<file path="config.mk">
export PLATFORM = sky130hd
export DESIGN_NAME = scaled_glyph_bitmap_expander_unit
export DESIGN_NICKNAME = d
export VERILOG_FILES = /design/src/hw/rtl/sgbe_pkg.sv /design/src/hw/rtl/sgbe_front.sv /design/src/hw/rtl/sgbe_queue.sv /design/src/hw/rtl/sgbe_back.sv /design/src/hw/rtl/scaled_glyph_bitmap_expander_unit.sv
export SDC_FILE = /design/constraint.sdc
export NUM_CORES = 1
export LEC_CHECK = 0
export ABC_CLOCK_PERIOD_IN_PS = 11700
export BUFFER_PORTS_ARGS = -buffer_cell sky130_fd_sc_hd__buf_4
export CELL_PAD_IN_SITES_DETAIL_PLACEMENT = 0
export CELL_PAD_IN_SITES_GLOBAL_PLACEMENT = 1
export CORE_MARGIN = 3
export CORE_UTILIZATION = 55
export DETAILED_ROUTE_END_ITERATION = 10
export GPL_TIMING_DRIVEN = 0
export PLACE_DENSITY_LB_ADDON = 0.15
export SLEW_MARGIN = 20
export SYNTH_ARGS = -nofsm -noshare
export SYNTH_HDL_FRONTEND = slang
export SYNTH_SLANG_ARGS = --single-unit
</file>
<file path="constraint.sdc">
create_clock -name clk -period 11.7 [get_ports clk]
set_input_delay 0.585 -clock clk [delete_from_list [all_inputs] [get_ports clk]]
set_output_delay 0.585 -clock clk [all_outputs]
set_load 0.01 [all_outputs]
</file>
<file path="src/hw/rtl/sgbe_pkg.sv">
// ----------------------------------------------------------------------------
// sgbe_pkg
// Shared types and constants for the scaled glyph bitmap expander.
// ----------------------------------------------------------------------------
package sgbe_pkg;

  localparam int CoordW  = 18;
  localparam int QDepth  = 4;
  localparam int QAddrW  = 2;
  localparam int QCountW = 3;

  localparam logic [2:0] REG_ORIGIN_X     = 3'd0;
  localparam logic [2:0] REG_ORIGIN_Y     = 3'd1;
  localparam logic [2:0] REG_GLYPH_WIDTH  = 3'd2;
  localparam logic [2:0] REG_GLYPH_HEIGHT = 3'd3;
  localparam logic [2:0] REG_SCALE        = 3'd4;
  localparam logic [2:0] REG_DRAW_COLOR   = 3'd5;

  localparam logic [7:0] LEFT_PIXEL = 8'h80;

  typedef logic signed [CoordW-1:0] coord_t;

  typedef struct packed {
    logic signed [15:0] origin_x;
    logic signed [15:0] origin_y;
    logic [7:0]         glyph_width;
    logic [7:0]         glyph_height;
    logic [7:0]         scale;
    logic [15:0]        draw_color;
  } cfg_t;

  typedef struct packed {
    logic [7:0]  mask;
    coord_t      base_x;
    coord_t      y;
    logic [7:0]  size;
    logic [15:0] color;
  } entry_t;

  typedef struct packed {
    logic empty;
    logic full;
  } q_status_t;

  function automatic coord_t widen16(logic signed [15:0] v);
    return {{2{v[15]}}, v};
  endfunction

endpackage

</file>
<file path="src/hw/rtl/sgbe_front.sv">
// ----------------------------------------------------------------------------
// sgbe_front
// Accepts bitmap bytes, tracks glyph position and queues pixel masks.
// ----------------------------------------------------------------------------
module sgbe_front (
  input  logic                 clk,
  input  logic                 rst_n,
  input  sgbe_pkg::cfg_t       cfg,
  input  logic                 accept,
  input  logic [7:0]           glyph_bits,
  input  logic                 first_byte,
  output logic                 q_push,
  output sgbe_pkg::entry_t     q_data
);

  logic [4:0]       byte_in_row_r, byte_in_row_nxt;
  logic [7:0]       row_index_r, row_index_nxt;
  sgbe_pkg::coord_t row_top_y_r, row_top_y_nxt;
  sgbe_pkg::coord_t byte_left_x_r, byte_left_x_nxt;

  logic [4:0]       eff_bir;
  logic [7:0]       eff_row;
  sgbe_pkg::coord_t eff_y;
  sgbe_pkg::coord_t eff_x;
  logic             in_glyph;
  logic [5:0]       bytes_per_row;
  logic [8:0]       width_round;
  logic             row_end;
  logic [7:0]       mask;

  always_comb begin
    eff_bir     = first_byte ? 5'd0 : byte_in_row_r;
    eff_row     = first_byte ? 8'd0 : row_index_r;
    eff_y       = first_byte ? sgbe_pkg::widen16(cfg.origin_y) : row_top_y_r;
    eff_x       = first_byte ? sgbe_pkg::widen16(cfg.origin_x) : byte_left_x_r;
    in_glyph    = eff_row < cfg.glyph_height;
    width_round = {1'b0, cfg.glyph_width} + 9'd7;
    bytes_per_row = (width_round[8:3] == 6'd0) ? 6'd1 : width_round[8:3];
    row_end     = ({1'b0, eff_bir} + 6'd1) >= bytes_per_row;
    for (int b = 0; b < 8; b++) begin
      mask[7-b] = glyph_bits[7-b] & ({eff_bir, 3'(b)} < cfg.glyph_width);
    end
  end

  always_comb begin
    byte_in_row_nxt = byte_in_row_r;
    row_index_nxt   = row_index_r;
    row_top_y_nxt   = row_top_y_r;
    byte_left_x_nxt = byte_left_x_r;
    if (accept) begin
      byte_in_row_nxt = eff_bir;
      row_index_nxt   = eff_row;
      row_top_y_nxt   = eff_y;
      byte_left_x_nxt = eff_x;
      if (in_glyph) begin
        if (row_end) begin
          byte_in_row_nxt = 5'd0;
          row_index_nxt   = eff_row + 8'd1;
          row_top_y_nxt   = sgbe_pkg::CoordW'(eff_y + {10'd0, cfg.scale});
          byte_left_x_nxt = sgbe_pkg::widen16(cfg.origin_x);
        end else begin
          byte_in_row_nxt = eff_bir + 5'd1;
          byte_left_x_nxt = sgbe_pkg::CoordW'(eff_x + {7'd0, cfg.scale, 3'b000});
        end
      end
    end
  end

  always_ff @(posedge clk) begin
    if (!rst_n) begin
      byte_in_row_r <= 5'd0;
      row_index_r   <= 8'd0;
      row_top_y_r   <= '0;
      byte_left_x_r <= '0;
    end else begin
      byte_in_row_r <= byte_in_row_nxt;
      row_index_r   <= row_index_nxt;
      row_top_y_r   <= row_top_y_nxt;
      byte_left_x_r <= byte_left_x_nxt;
    end
  end

  assign q_push        = accept && in_glyph && (mask != 8'h00);
  assign q_data.mask   = mask;
  assign q_data.base_x = eff_x;
  assign q_data.y      = eff_y;
  assign q_data.size   = cfg.scale;
  assign q_data.color  = cfg.draw_color;

endmodule

</file>
<file path="src/hw/rtl/sgbe_queue.sv">
// ----------------------------------------------------------------------------
// sgbe_queue
// Short queue of classified bytes between the front and back parts.
// ----------------------------------------------------------------------------
module sgbe_queue (
  input  logic                  clk,
  input  logic                  rst_n,
  input  logic                  push,
  input  sgbe_pkg::entry_t      push_data,
  input  logic                  pop,
  output sgbe_pkg::entry_t      head,
  output sgbe_pkg::q_status_t   status
);

  sgbe_pkg::entry_t                 mem_r [sgbe_pkg::QDepth];
  logic [sgbe_pkg::QAddrW-1:0]      wr_ptr_r, wr_ptr_nxt;
  logic [sgbe_pkg::QAddrW-1:0]      rd_ptr_r, rd_ptr_nxt;
  logic [sgbe_pkg::QCountW-1:0]     count_r, count_nxt;
  logic                             do_push;
  logic                             do_pop;

  assign status.empty = (count_r == '0);
  assign status.full  = (count_r == sgbe_pkg::QCountW'(sgbe_pkg::QDepth));
  assign do_push      = push && !status.full;
  assign do_pop       = pop && !status.empty;
  assign head         = mem_r[rd_ptr_r];

  always_comb begin
    wr_ptr_nxt = do_push ? wr_ptr_r + 1'b1 : wr_ptr_r;
    rd_ptr_nxt = do_pop ? rd_ptr_r + 1'b1 : rd_ptr_r;
    count_nxt  = count_r;
    if (do_push && !do_pop) begin
      count_nxt = count_r + 1'b1;
    end else if (do_pop && !do_push) begin
      count_nxt = count_r - 1'b1;
    end
  end

  always_ff @(posedge clk) begin
    if (do_push) begin
      mem_r[wr_ptr_r] <= push_data;
    end
  end

  always_ff @(posedge clk) begin
    if (!rst_n) begin
      wr_ptr_r <= '0;
      rd_ptr_r <= '0;
      count_r  <= '0;
    end else begin
      wr_ptr_r <= wr_ptr_nxt;
      rd_ptr_r <= rd_ptr_nxt;
      count_r  <= count_nxt;
    end
  end

endmodule

</file>
<file path="src/hw/rtl/sgbe_back.sv">
// ----------------------------------------------------------------------------
// sgbe_back
// Walks the set pixels of each queued byte and emits one fill per cycle while the result port is not stalled.
// ----------------------------------------------------------------------------
module sgbe_back (
  input  logic                 clk,
  input  logic                 rst_n,
  input  sgbe_pkg::entry_t     q_head,
  input  sgbe_pkg::q_status_t  q_status,
  output logic                 q_pop,
  input  logic                 out_pop,
  output logic                 out_empty,
  output logic signed [17:0]   out_fill_x,
  output logic signed [17:0]   out_fill_y,
  output logic [7:0]           out_fill_size,
  output logic [15:0]          out_fill_color,
  output logic                 out_last_of_byte
);

  sgbe_pkg::entry_t cur_r, cur_nxt;
  logic             cur_valid_r, cur_valid_nxt;
  logic             out_valid_r, out_valid_nxt;
  sgbe_pkg::coord_t fill_x_r, fill_y_r;
  logic [7:0]       size_r;
  logic [15:0]      color_r;
  logic             last_r;

  logic             adv;
  logic             emit;
  logic             load;
  logic [2:0]       pix;
  logic             found;
  logic [7:0]       rest;
  logic             last;
  logic [10:0]      offset;
  sgbe_pkg::coord_t pix_x;

  always_comb begin
    pix   = 3'd0;
    found = 1'b0;
    for (int b = 0; b < 8; b++) begin
      if (!found && cur_r.mask[7-b]) begin
        pix   = 3'(b);
        found = 1'b1;
      end
    end
    rest   = cur_r.mask & ~(sgbe_pkg::LEFT_PIXEL >> pix);
    last   = (rest == 8'h00);
    offset = 11'(pix) * 11'(cur_r.size);
    pix_x  = sgbe_pkg::CoordW'(cur_r.base_x + {7'd0, offset});
  end

  assign adv   = !out_valid_r || out_pop;
  assign emit  = cur_valid_r && adv;
  assign load  = !q_status.empty && (!cur_valid_r || (emit && last));
  assign q_pop = load;

  always_comb begin
    cur_nxt       = cur_r;
    cur_valid_nxt = cur_valid_r;
    if (emit) begin
      cur_nxt.mask = rest;
      if (last) begin
        cur_valid_nxt = 1'b0;
      end
    end
    if (load) begin
      cur_nxt       = q_head;
      cur_valid_nxt = 1'b1;
    end
    out_valid_nxt = emit ? 1'b1 : (out_pop ? 1'b0 : out_valid_r);
  end

  always_ff @(posedge clk) begin
    cur_r <= cur_nxt;
    if (emit) begin
      fill_x_r <= pix_x;
      fill_y_r <= cur_r.y;
      size_r   <= cur_r.size;
      color_r  <= cur_r.color;
      last_r   <= last;
    end
  end

  always_ff @(posedge clk) begin
    if (!rst_n) begin
      cur_valid_r <= 1'b0;
      out_valid_r <= 1'b0;
    end else begin
      cur_valid_r <= cur_valid_nxt;
      out_valid_r <= out_valid_nxt;
    end
  end

  assign out_empty        = !out_valid_r;
  assign out_fill_x       = fill_x_r;
  assign out_fill_y       = fill_y_r;
  assign out_fill_size    = size_r;
  assign out_fill_color   = color_r;
  assign out_last_of_byte = last_r;

endmodule

</file>
<file path="src/hw/rtl/scaled_glyph_bitmap_expander_unit.sv">
// ----------------------------------------------------------------------------
// scaled_glyph_bitmap_expander_unit
// Expands 1-bpp glyph bytes into scaled square fill commands.
//
//   channel   ports                                   transfer when
//   input     in_glyph_bits, in_first_byte            in_push & !in_full
//   result    out_fill_x/y/size/color, out_last_of_byte  out_pop & !out_empty
//   config    cfg_wr_en, cfg_index, cfg_wdata         cfg_wr_en
//
// One command leaves per cycle while the result port is not stalled; the back
// part emits one command per set pixel, a byte with none stops in the front part.
// A four-entry queue between front and back absorbs bursts of bytes.
// A byte's first result is registered in the queue, then in the back part's current-byte register, then at the output.
// rst_n is synchronous; it clears position state, queue and output stage and restores the register defaults.
// in_full rises when four bytes wait, behind a stalled result port or fed
// faster than their pixels leave.
// ----------------------------------------------------------------------------
module scaled_glyph_bitmap_expander_unit (
  input  logic                clk,
  input  logic                rst_n,
  input  logic                in_push,
  output logic                in_full,
  input  logic [7:0]          in_glyph_bits,
  input  logic                in_first_byte,
  output logic                out_empty,
  input  logic                out_pop,
  output logic signed [17:0]  out_fill_x,
  output logic signed [17:0]  out_fill_y,
  output logic [7:0]          out_fill_size,
  output logic [15:0]         out_fill_color,
  output logic                out_last_of_byte,
  input  logic                cfg_wr_en,
  input  logic [2:0]          cfg_index,
  input  logic [15:0]         cfg_wdata
);

  sgbe_pkg::cfg_t      cfg_r;
  sgbe_pkg::entry_t    q_push_data;
  sgbe_pkg::entry_t    q_head;
  sgbe_pkg::q_status_t q_status;
  logic                q_push;
  logic                q_pop;
  logic                accept;

  always_ff @(posedge clk) begin
    if (!rst_n) begin
      cfg_r.origin_x     <= 16'sd0;
      cfg_r.origin_y     <= 16'sd0;
      cfg_r.glyph_width  <= 8'd8;
      cfg_r.glyph_height <= 8'd8;
      cfg_r.scale        <= 8'd1;
      cfg_r.draw_color   <= 16'hFFFF;
    end else if (cfg_wr_en) begin
      unique case (cfg_index)
        sgbe_pkg::REG_ORIGIN_X:     cfg_r.origin_x     <= cfg_wdata;
        sgbe_pkg::REG_ORIGIN_Y:     cfg_r.origin_y     <= cfg_wdata;
        sgbe_pkg::REG_GLYPH_WIDTH:  cfg_r.glyph_width  <= cfg_wdata[7:0];
        sgbe_pkg::REG_GLYPH_HEIGHT: cfg_r.glyph_height <= cfg_wdata[7:0];
        sgbe_pkg::REG_SCALE:        cfg_r.scale        <= cfg_wdata[7:0];
        sgbe_pkg::REG_DRAW_COLOR:   cfg_r.draw_color   <= cfg_wdata;
        default: ;
      endcase
    end
  end

  assign in_full = q_status.full;
  assign accept  = in_push && !in_full;

  sgbe_front u_front (
    .clk        (clk),
    .rst_n      (rst_n),
    .cfg        (cfg_r),
    .accept     (accept),
    .glyph_bits (in_glyph_bits),
    .first_byte (in_first_byte),
    .q_push     (q_push),
    .q_data     (q_push_data)
  );

  sgbe_queue u_queue (
    .clk       (clk),
    .rst_n     (rst_n),
    .push      (q_push),
    .push_data (q_push_data),
    .pop       (q_pop),
    .head      (q_head),
    .status    (q_status)
  );

  sgbe_back u_back (
    .clk              (clk),
    .rst_n            (rst_n),
    .q_head           (q_head),
    .q_status         (q_status),
    .q_pop            (q_pop),
    .out_pop          (out_pop),
    .out_empty        (out_empty),
    .out_fill_x       (out_fill_x),
    .out_fill_y       (out_fill_y),
    .out_fill_size    (out_fill_size),
    .out_fill_color   (out_fill_color),
    .out_last_of_byte (out_last_of_byte)
  );

  a_push_not_full: assert property (@(posedge clk) disable iff (!rst_n)
    q_push |-> !q_status.full)
    else $error("queue push while full");

  a_pop_not_empty: assert property (@(posedge clk) disable iff (!rst_n)
    q_pop |-> !q_status.empty)
    else $error("queue pop while empty");

  a_push_has_pixels: assert property (@(posedge clk) disable iff (!rst_n)
    q_push |-> (q_push_data.mask != 8'h00))
    else $error("queued byte carries no pixel");

endmodule

</file>
==> summary.md, run 1 <==
| Metric | Value |
|---|---|
| Clk slew on worst S/H paths | `approximately 0.06 ns` |
| Initial Util | `around 56%` |
| Root buffer cell | `clkbuf_16` |
| Post-CTS Resized | `0` |
| DRC viols | `0` |
| Total Power | `around 6 mW` |
| Cell mode on critical path | `buf_2` |
| Layout cells sized above 1 | `between 15 and 20%` |
| Fin Clk Skew | `approximately 0.016 ns` |
| Crit path required time | `12.21 ns` |
| Max_cap viols | `0` |
| Die W | `roughly 210 um` |
| Worst skew pair latency | `slightly above 0.6 ns` |
| GRT Total Usage | `about a quarter` |
| Peak supply drop | `roughly 0.00014 V` |
| Mean routed wirelength per cell | `22.09 um` |
| Buffers & Inverters on Critical Path | `8` |
| Register area | `between 0.01 and 0.015 mm^2` |
| Max Fclk | `166.7 MHz` |
| Clk sink count | `between 500 and 600` |
| Postcts setup bufs | `0` |
| Tmin final | `between 5 and 6 ns` |
| Critical Path End Type | `flip-flop` |
| Syn Area/Cell | `between 10 and 15 um^2` |
| PD cells | `229.9 mW/mm^2` |
| Core area | `approximately 0.040 mm^2` |
| RSZ-0062 raised after global routing | `false` |
| Vias in the first global route | `14150` |
| Clock buffer count from CTS | `53` |
| Slew headroom | `a little over a third` |
| Die Y | `209.1 um` |
| Via/cell ratio | `approximately 5.9` |
| Hold buffers post-CTS | `0` |
| Worst Hold Class | `input port to flip-flop` |
| Fillers | `about 3000` |
| Gpl congestion | `just under 0.9` |
| Footprint of the multi-input gates | `roughly 0.0075 mm^2` |
| Slew @ Worst Pin | `0.9567 ns` |
| FF+latch count, synth | `between 500 and 600` |
| DRT Wirelength | `roughly 53000 um` |
| IO Count | `96` |
| Via count | `~14000` |
| Post-Syn Area | `approximately 0.023 mm^2` |
| Slowest stage cell, crit path | `nor3_2` |
| Worst EP arrival | `roughly 6.5 ns` |
| Post-synth top flop | `edfxtp_1` |
| Synth Warn # | `0` |
| Total negative slack | `0 ns` |
| Unique masters post-synth | `69` |
| Area Growth Syn to Fin | `14.71%` |
| H-Tree Depth | `2` |
| DIE AREA | `0.04372 mm^2` |
| Global route total overflow | `0` |
| DP HPWL | `between 30000 and 40000 um` |
| First-pass GRT wire length | `approximately 80000 um` |
| Final clock period utilization by the worst path | `about 51%` |
| Slew Limit Fails | `0` |
| CTS tree | `yes` |
| Leakage power | `slightly above 9 nW` |
| Initial antenna violation count | `1` |
| Register area share after synthesis | `64.73%` |
| Setup violators final | `0` |
| Final core utilization | `~65%` |
| Crit path cell chain | `buf_4 -> buf_2 -> buf_2 -> buf_2 -> clkbuf_1 -> buf_1 -> nor2b_1 -> ha_1 -> a211oi_1 -> nand2_1 -> o21a_1 -> nor3_2 -> o41a_1 -> clkbuf_1 -> ha_1 -> inv_1 -> fa_1 -> xor2_1 -> or3_1 -> a21oi_1` |
| Post-synth EDFFs | `401` |
| Row count | `73` |
| Crit-path max cell delay | `approximately 0.65 ns` |
| Syn nets | `1774` |
| Max Root-Sink Buffers | `3` |
| Largest net degree at the start of global routing | `70` |
| CP Max Fanout | `10` |
| Pre-antenna DRT Iters | `5` |
| Final Hold Viols | `0` |
| Nets | `a little under 2000` |
| Worst Setup Start Kind | `input port` |
| Status | `finished clean` |
| Post-Synthesis Cells | `about 1700` |
| Port-buffer cells | `slightly above 90` |
| Ant. Diodes | `0` |
| Asr flop ratio synth | `0%` |
| Routed Antenna Nets | `0` |
| 1st-iter DRT viols | `approximately 1200` |
| Type of the worst setup path | `input port to flip-flop` |
| Top cell family by delay on the critical path | `buffers and inverters` |
cells in the mapped netlist, drive strengths merged, types with 6 or more instances:
cell type | n | area share (%)
inv | 70 | 1.2
o21ai | 69 | 1.5
xnor2 | 16 | 0.62
xor2 | 10 | 0.39
nand2 | 234 | 3.9
nand3 | 58 | 1.3
fa | 18 | 1.6
clkbuf | 55 | 0.91
dfxtp | 132 | 12
a21oi | 103 | 2.3
ha | 56 | 3.1
and2 | 28 | 0.77
nand4 | 9 | 0.25
a211o | 8 | 0.31
and3 | 7 | 0.19
o211ai | 10 | 0.33
mux2i | 19 | 0.84
mux4 | 68 | 6.8
a211oi | 19 | 0.65
o21a | 12 | 0.40
mux2 | 25 | 1.2
nor2b | 26 | 0.72
nor3 | 26 | 0.57
edfxtp | 401 | 53
or3 | 9 | 0.25
o31a | 6 | 0.23
or2 | 6 | 0.17
nand2b | 9 | 0.25
nor2 | 62 | 1.0
buf | 18 | 0.40
sequential cells by signal, indices dropped and copies added (netlist names), named ones only:
register,count
u_back.out_valid_r,1
u_back.out_fill_size,8
u_front.row_top_y_r,18
u_front.byte_left_x_r,18
u_back.out_fill_color,16
u_queue.rd_ptr_r,2
u_back.out_fill_x,18
cfg_r,72
u_queue.count_r,3
u_back.out_last_of_byte,1
u_back.cur_r,68
u_queue.mem_r,272
u_front.row_index_r,8
u_back.out_fill_y,18
u_back.cur_valid_r,1
u_front.byte_in_row_r,5
u_queue.wr_ptr_r,2
report_power, final:
group | total [mW] | internal, mW | switching (mW)
combinational | 1.63 | 0.687 | 0.948
clock | 1.71 | 0.999 | 0.711
sequential | 2.64 | 2.51 | 0.131
cells by family (layout without fill, tap and decap cells):
kind of cell	after synthesis	count (layout)	synth area share (%)
flops	533	533	64.73
buf+inv	143	342	2.471
simple gates	490	490	9.900
xor+xnor	26	26	1.004
fa+ha+maj	75	75	4.721
compound gates	288	288	8.350
mux	112	112	8.830
stage by stage:
step                setup slack, ns  hold WS (ns)  area, um^2  std cells
floorplan                     6.257        0.4003       22690       1667
global placement              3.070        0.4019       24040       2285
detailed placement            4.924        0.4045       24230       2292
CTS                           5.468        0.2312       26020       2391
global route                  5.532        0.2603       26030       2391
finish                        5.701        0.2583       26030       2391
metal layers:
metal  GRT usage, %  routed length (um)  vias to the layer above
met2          38.65               24780                      447
met3          3.633                3090                      111
met1          34.63               23120                     7087
met4          9.376                1815                        2
li1               -                   -                     6555
met5              0                  13                        -
cell type report:
cell class / instances / area share (%)
repair buffers: 100 / 3.317
well taps: 525 / 2.524
clock inverters: 32 / 1.250
plain buffers: 73 / 1.144
multi-input cells: 991 / 28.72
clock buffers: 67 / 5.611
flip-flops and latches: 533 / 56.42
inverters: 70 / 1.010
cells in the final DEF, fill, tap and decap left out, drive strengths merged, types with 26 or more instances in the layout:
cell    instances
edfxtp        401
nand2         234
dfxtp         132
clkbuf        122
buf           118
a21oi         103
inv            72
o21ai          69
mux4           68
nor2           62
nand3          58
ha             56
and2           28
nor2b          26
nor3           26
worst reg2reg max path: cells and delay by family, from the launching register on:
family	cells	cell delay, ns
AO/OA/AOI/OAI	6	1.38
adder cells (fa/ha/maj)	3	1.30
AND/OR/NAND/NOR	4	1.16
buffers and inverters	4	0.48
flip-flops	1	0.45
XOR/XNOR	1	0.18
path summary, 6_finish.rpt:
kind | start | to | slack (ns) | cells after the start
setup reg to reg | u_back.cur_r[65] | u_back.out_fill_x[13] | 6.48 | 18
hold / removal | cfg_wdata[12] | cfg_r[12] | 0.26 | 3
setup / recovery | in_first_byte | u_queue.count_r[2] | 5.70 | 20
hold reg to reg | u_back.cur_r[40] | u_back.out_fill_y[16] | 0.42 | 0
Note: power is estimated with default switching activity, not from simulation.
==> inputs of run 2 (changes only) <==
--- a/config.mk
+++ b/config.mk
@@ -5,12 +5,13 @@
 export SDC_FILE = /design/constraint.sdc
 export NUM_CORES = 1
 export LEC_CHECK = 0
-export ABC_CLOCK_PERIOD_IN_PS = 11700
+export ABC_AREA = 1
+export ABC_CLOCK_PERIOD_IN_PS = 4830
 export BUFFER_PORTS_ARGS = -buffer_cell sky130_fd_sc_hd__buf_4
 export CELL_PAD_IN_SITES_DETAIL_PLACEMENT = 0
 export CELL_PAD_IN_SITES_GLOBAL_PLACEMENT = 1
 export CORE_MARGIN = 3
-export CORE_UTILIZATION = 55
+export CORE_UTILIZATION = 45
 export DETAILED_ROUTE_END_ITERATION = 10
 export GPL_TIMING_DRIVEN = 0
 export PLACE_DENSITY_LB_ADDON = 0.15
==> constraint.sdc (replaced) <==
create_clock -name clk -period 4.83 [get_ports clk]
set_input_delay 0.2415 -clock clk [delete_from_list [all_inputs] [get_ports clk]]
set_output_delay 0.2415 -clock clk [all_outputs]
set_load 0.01 [all_outputs]
==> run 2 against run 1 <==
Final cell count increased by 29%. Via count up 16%. Worst hold slack got worse by 0.19 ns. Total power grew to 2.7 times the previous value. Register-to-register slack got worse by 6.1 ns. Largest power group unchanged.
==> summary.md, run 2 <==
| Metric | Value |
|---|---|
| PD cells | `594.8 mW/mm^2` |
| Biggest regs | `u_queue.mem_r: 272 flops, cfg_r: 72 flops, u_back.cur_r: 68 flops` |
| Placed cell count | `between 2000 and 3000` |
| Layout cells sized above 1 | `11.23%` |
| Slowest stage cell, crit path | `fa_1` |
| Vias in the first global route | `around 16000` |
| Leakage power | `roughly 10 nW` |
| Crit-path max cell delay | `0.54 ns` |
| Die W | `232.5 um` |
| Mean routed wirelength per cell | `roughly 20 um` |
| Synth Warn # | `0` |
| Share of the synthesized area in the top cell type | `around 52%` |
| Crit path cell chain | `nor2_4 -> nand4_1 -> inv_2 -> nand2_1 -> nor2_1 -> nor3_2 -> nor2_1 -> fa_1 -> inv_1 -> fa_1 -> inv_1 -> ha_1 -> nand2_1 -> o21ai_0 -> nand2_1 -> nand4_1 -> nand2_1 -> a21oi_1 -> nand3_1 -> xnor2_1` |
| Synth cell count leaders | `401 x edfxtp_1, 320 x nand2_1, 298 x nor2_1` |
| Largest Register | `u_queue.mem_r` |
| Total negative slack | `0 ns` |
| Peak supply drop | `0.0003646 V` |
| Initial Util | `45.84%` |
| DRC viols | `0` |
| Nets | `between 2000 and 2500` |
| FF+latch count, synth | `around 530` |
| Leading cell type in the layout, fill and taps excluded | `edfxtp_1` |
| Via/cell ratio | `5.328` |
| Worst skew pair latency | `0.62 ns` |
| Fillers | `roughly 4400` |
| Max_cap viols | `0` |
| Global route total overflow | `0` |
| Largest net degree at the start of global routing | `70` |
| Asr flop ratio synth | `0%` |
| Via count | `16438` |
| Crit path required time | `5.17 ns` |
| Max Root-Sink Buffers | `3` |
| CP Max Fanout | `7` |
| Syn Area/Cell | `about 11 um^2` |
| Row count | `82` |
| Final Hold Viols | `0` |
| DIE AREA | `~0.054 mm^2` |
| Pre-antenna DRT Iters | `5` |
| Type of the worst setup path | `flip-flop to flip-flop` |
| Slew Limit Fails | `0` |
| Root buffer cell | `clkbuf_16` |
| Register area share after synthesis | `between 60% and 70%` |
| Port-buffer cells | `95` |
| 1st-iter DRT viols | `1586` |
| DRT Wirelength | `61340 um` |
| Worst EP arrival | `approximately 4.8 ns` |
| RSZ-0062 raised after global routing | `false` |
| Ant. Diodes | `0` |
| Largest area contributor in the netlist | `edfxtp_1` |
| Final clock period utilization by the worst path | `91.53%` |
| Initial antenna violation count | `1` |
| Cell mode on critical path | `nand2_1` |
| Status | `finished clean` |
| Max Fclk | `about 230 MHz` |
| Clk slew on worst S/H paths | `about 0.060 ns` |
| First-pass GRT wire length | `92740 um` |
| Routed Antenna Nets | `0` |
| Area Growth Syn to Fin | `17.01%` |
| H-Tree Depth | `2` |
| Die Y | `approximately 230 um` |
| Post-synth EDFFs | `around 400` |
| GRT Total Usage | `22.68%` |
| Unique masters post-synth | `52` |
| Synth top area cells | `edfxtp_1 52%, dfxtp_1 11%, o21ai_0 5.5%, nand2_1 5.2%, nor2_1 4.8%` |
| Final Hold Slack | `0.06702 ns` |
| Syn nets | `approximately 2300` |
| Setup violators final | `0` |
| Largest register FFs | `about 270` |
| Most frequent cells in the layout | `401 x edfxtp_1, 320 x nand2_1, 293 x nor2_1, 253 x o21ai_0, 190 x inv_1` |
| DP HPWL | `around 42000 um` |
| Clk sink count | `533` |
| Total Power | `~16 mW` |
| Post-Synthesis Cells | `2184` |
| Fin Clk Skew | `between 0.03 and 0.04 ns` |
| Post-synth top flop | `edfxtp_1` |
| Most common cell in the netlist | `edfxtp_1` |
| Clock buffer count from CTS | `56` |
| Slew @ Worst Pin | `between 1 and 1.5 ns` |
| Worst Hold Class | `input port to flip-flop` |
| Slew headroom | `around 23%` |
| Cell Count, Final, Fillers Out | `roughly 3000` |
| Critical Path End Type | `flip-flop` |
| Post-Syn Area | `roughly 0.023 mm^2` |
| IO Count | `96` |
| Worst Setup Start Kind | `flip-flop` |
| CTS tree | `yes` |
| Core area | `0.05038 mm^2` |
| Gpl congestion | `between 0.9 and 1` |
| Tmin final | `~4.4 ns` |
[run 2: cell count changes in the layout (fill, tap and decap cells not counted), sizes merged, moves of 18 or more]
cell / before / now
mux2i: 19 / 1
mux2: 25 / 0
xor2: 10 / 29
inv: 72 / 200
a21oi: 103 / 126
mux4: 68 / 0
nor2b: 26 / 0
o21ai: 69 / 276
nand2: 234 / 334
nor2: 62 / 303
o22ai: 4 / 66
and2: 28 / 1
buf: 118 / 136
[run 2: final timing paths]
kind                                                  to  slack, ns        startpoint  cells past startpoint
worst max-delay path               u_back.out_fill_x[16]       0.41  u_back.cur_r[66]                     20
worst min-delay path                  u_back.out_valid_r       0.07           out_pop                      4
worst max register to register     u_back.out_fill_x[16]       0.41  u_back.cur_r[66]                     20
worst min register to register  u_back.out_fill_color[7]       0.42   u_back.cur_r[7]                      0
[run 2: power by group]
part           switching (mW)  internal (mW)
Combinational            3.48           1.74
Sequential              0.323           6.32
Clock                    1.76           2.45
Total                    5.56           10.5
[run 2: layout make-up]
| cell class | instances | area (um^2) | share of cell area (%) |
|---|---|---|---|
| buffer | 94 | 441.7 | 1.635 |
| clock buffer | 68 | 1446 | 5.353 |
| clock inverter | 34 | 337.8 | 1.250 |
| inverter | 200 | 750.7 | 2.778 |
| multi-input combinational | 1357 | 7276 | 26.93 |
| sequential | 533 | 14680 | 54.34 |
| tap | 672 | 840.8 | 3.112 |
| timing repair buffer | 127 | 1244 | 4.603 |
[run 2: what timing repair did]
| action | 4_1_cts | 5_1_grt |
|---|---|---|
| hold buffers | 17 | 0 |
| setup endpoints to repair | 5 | 6 |
| hold endpoints to repair | 56 | 0 |
| setup buffers | 0 | 0 |
| gates resized for setup | 1 | 3 |
[run 2: cells by family (layout without fill, tap and decap cells)]
family	count (synthesis)	after routing	share of synthesized area, %
simple gates	739	739	13.07
flops	533	533	63.59
compound gates	505	505	12.10
buf+inv	294	523	5.163
fa+ha+maj	74	74	4.594
xor+xnor	38	38	1.441
mux	1	1	0.04335
[run 2: metrics by stage]
| stage | setup slack [ns] | utilization, % | cell area [um^2] |
|---|---|---|---|
| floorplan | -0.5441 | - | 23090 |
| global placement | -4.064 | 48.93 | 24650 |
| detailed placement | -0.2401 | 49.72 | 25050 |
| CTS | 0.03722 | 53.61 | 27000 |
| global route | 0.02614 | 53.64 | 27020 |
| finish | 0.4092 | 53.64 | 27020 |
[run 2: layer usage]
layer / up-vias / part of all wire, % / global-route usage [%]
li1: 7925 / - / -
met1: 7907 / 45 / 32.24
met2: 506 / 45 / 35.73
met3: 100 / 6.2 / 3.306
met4: 0 / 3.7 / 7.929
met5: - / 0 / 0
[run 2: worst max-delay path: cells and delay by family (launching register included)]
kind,cells,cell delay (ns)
AND/OR/NAND/NOR,11,1.51
XOR/XNOR,1,0.16
buffers and inverters,3,0.15
AO/OA/AOI/OAI,2,0.55
adder cells (fa/ha/maj),3,1.38
flip-flops,1,0.41
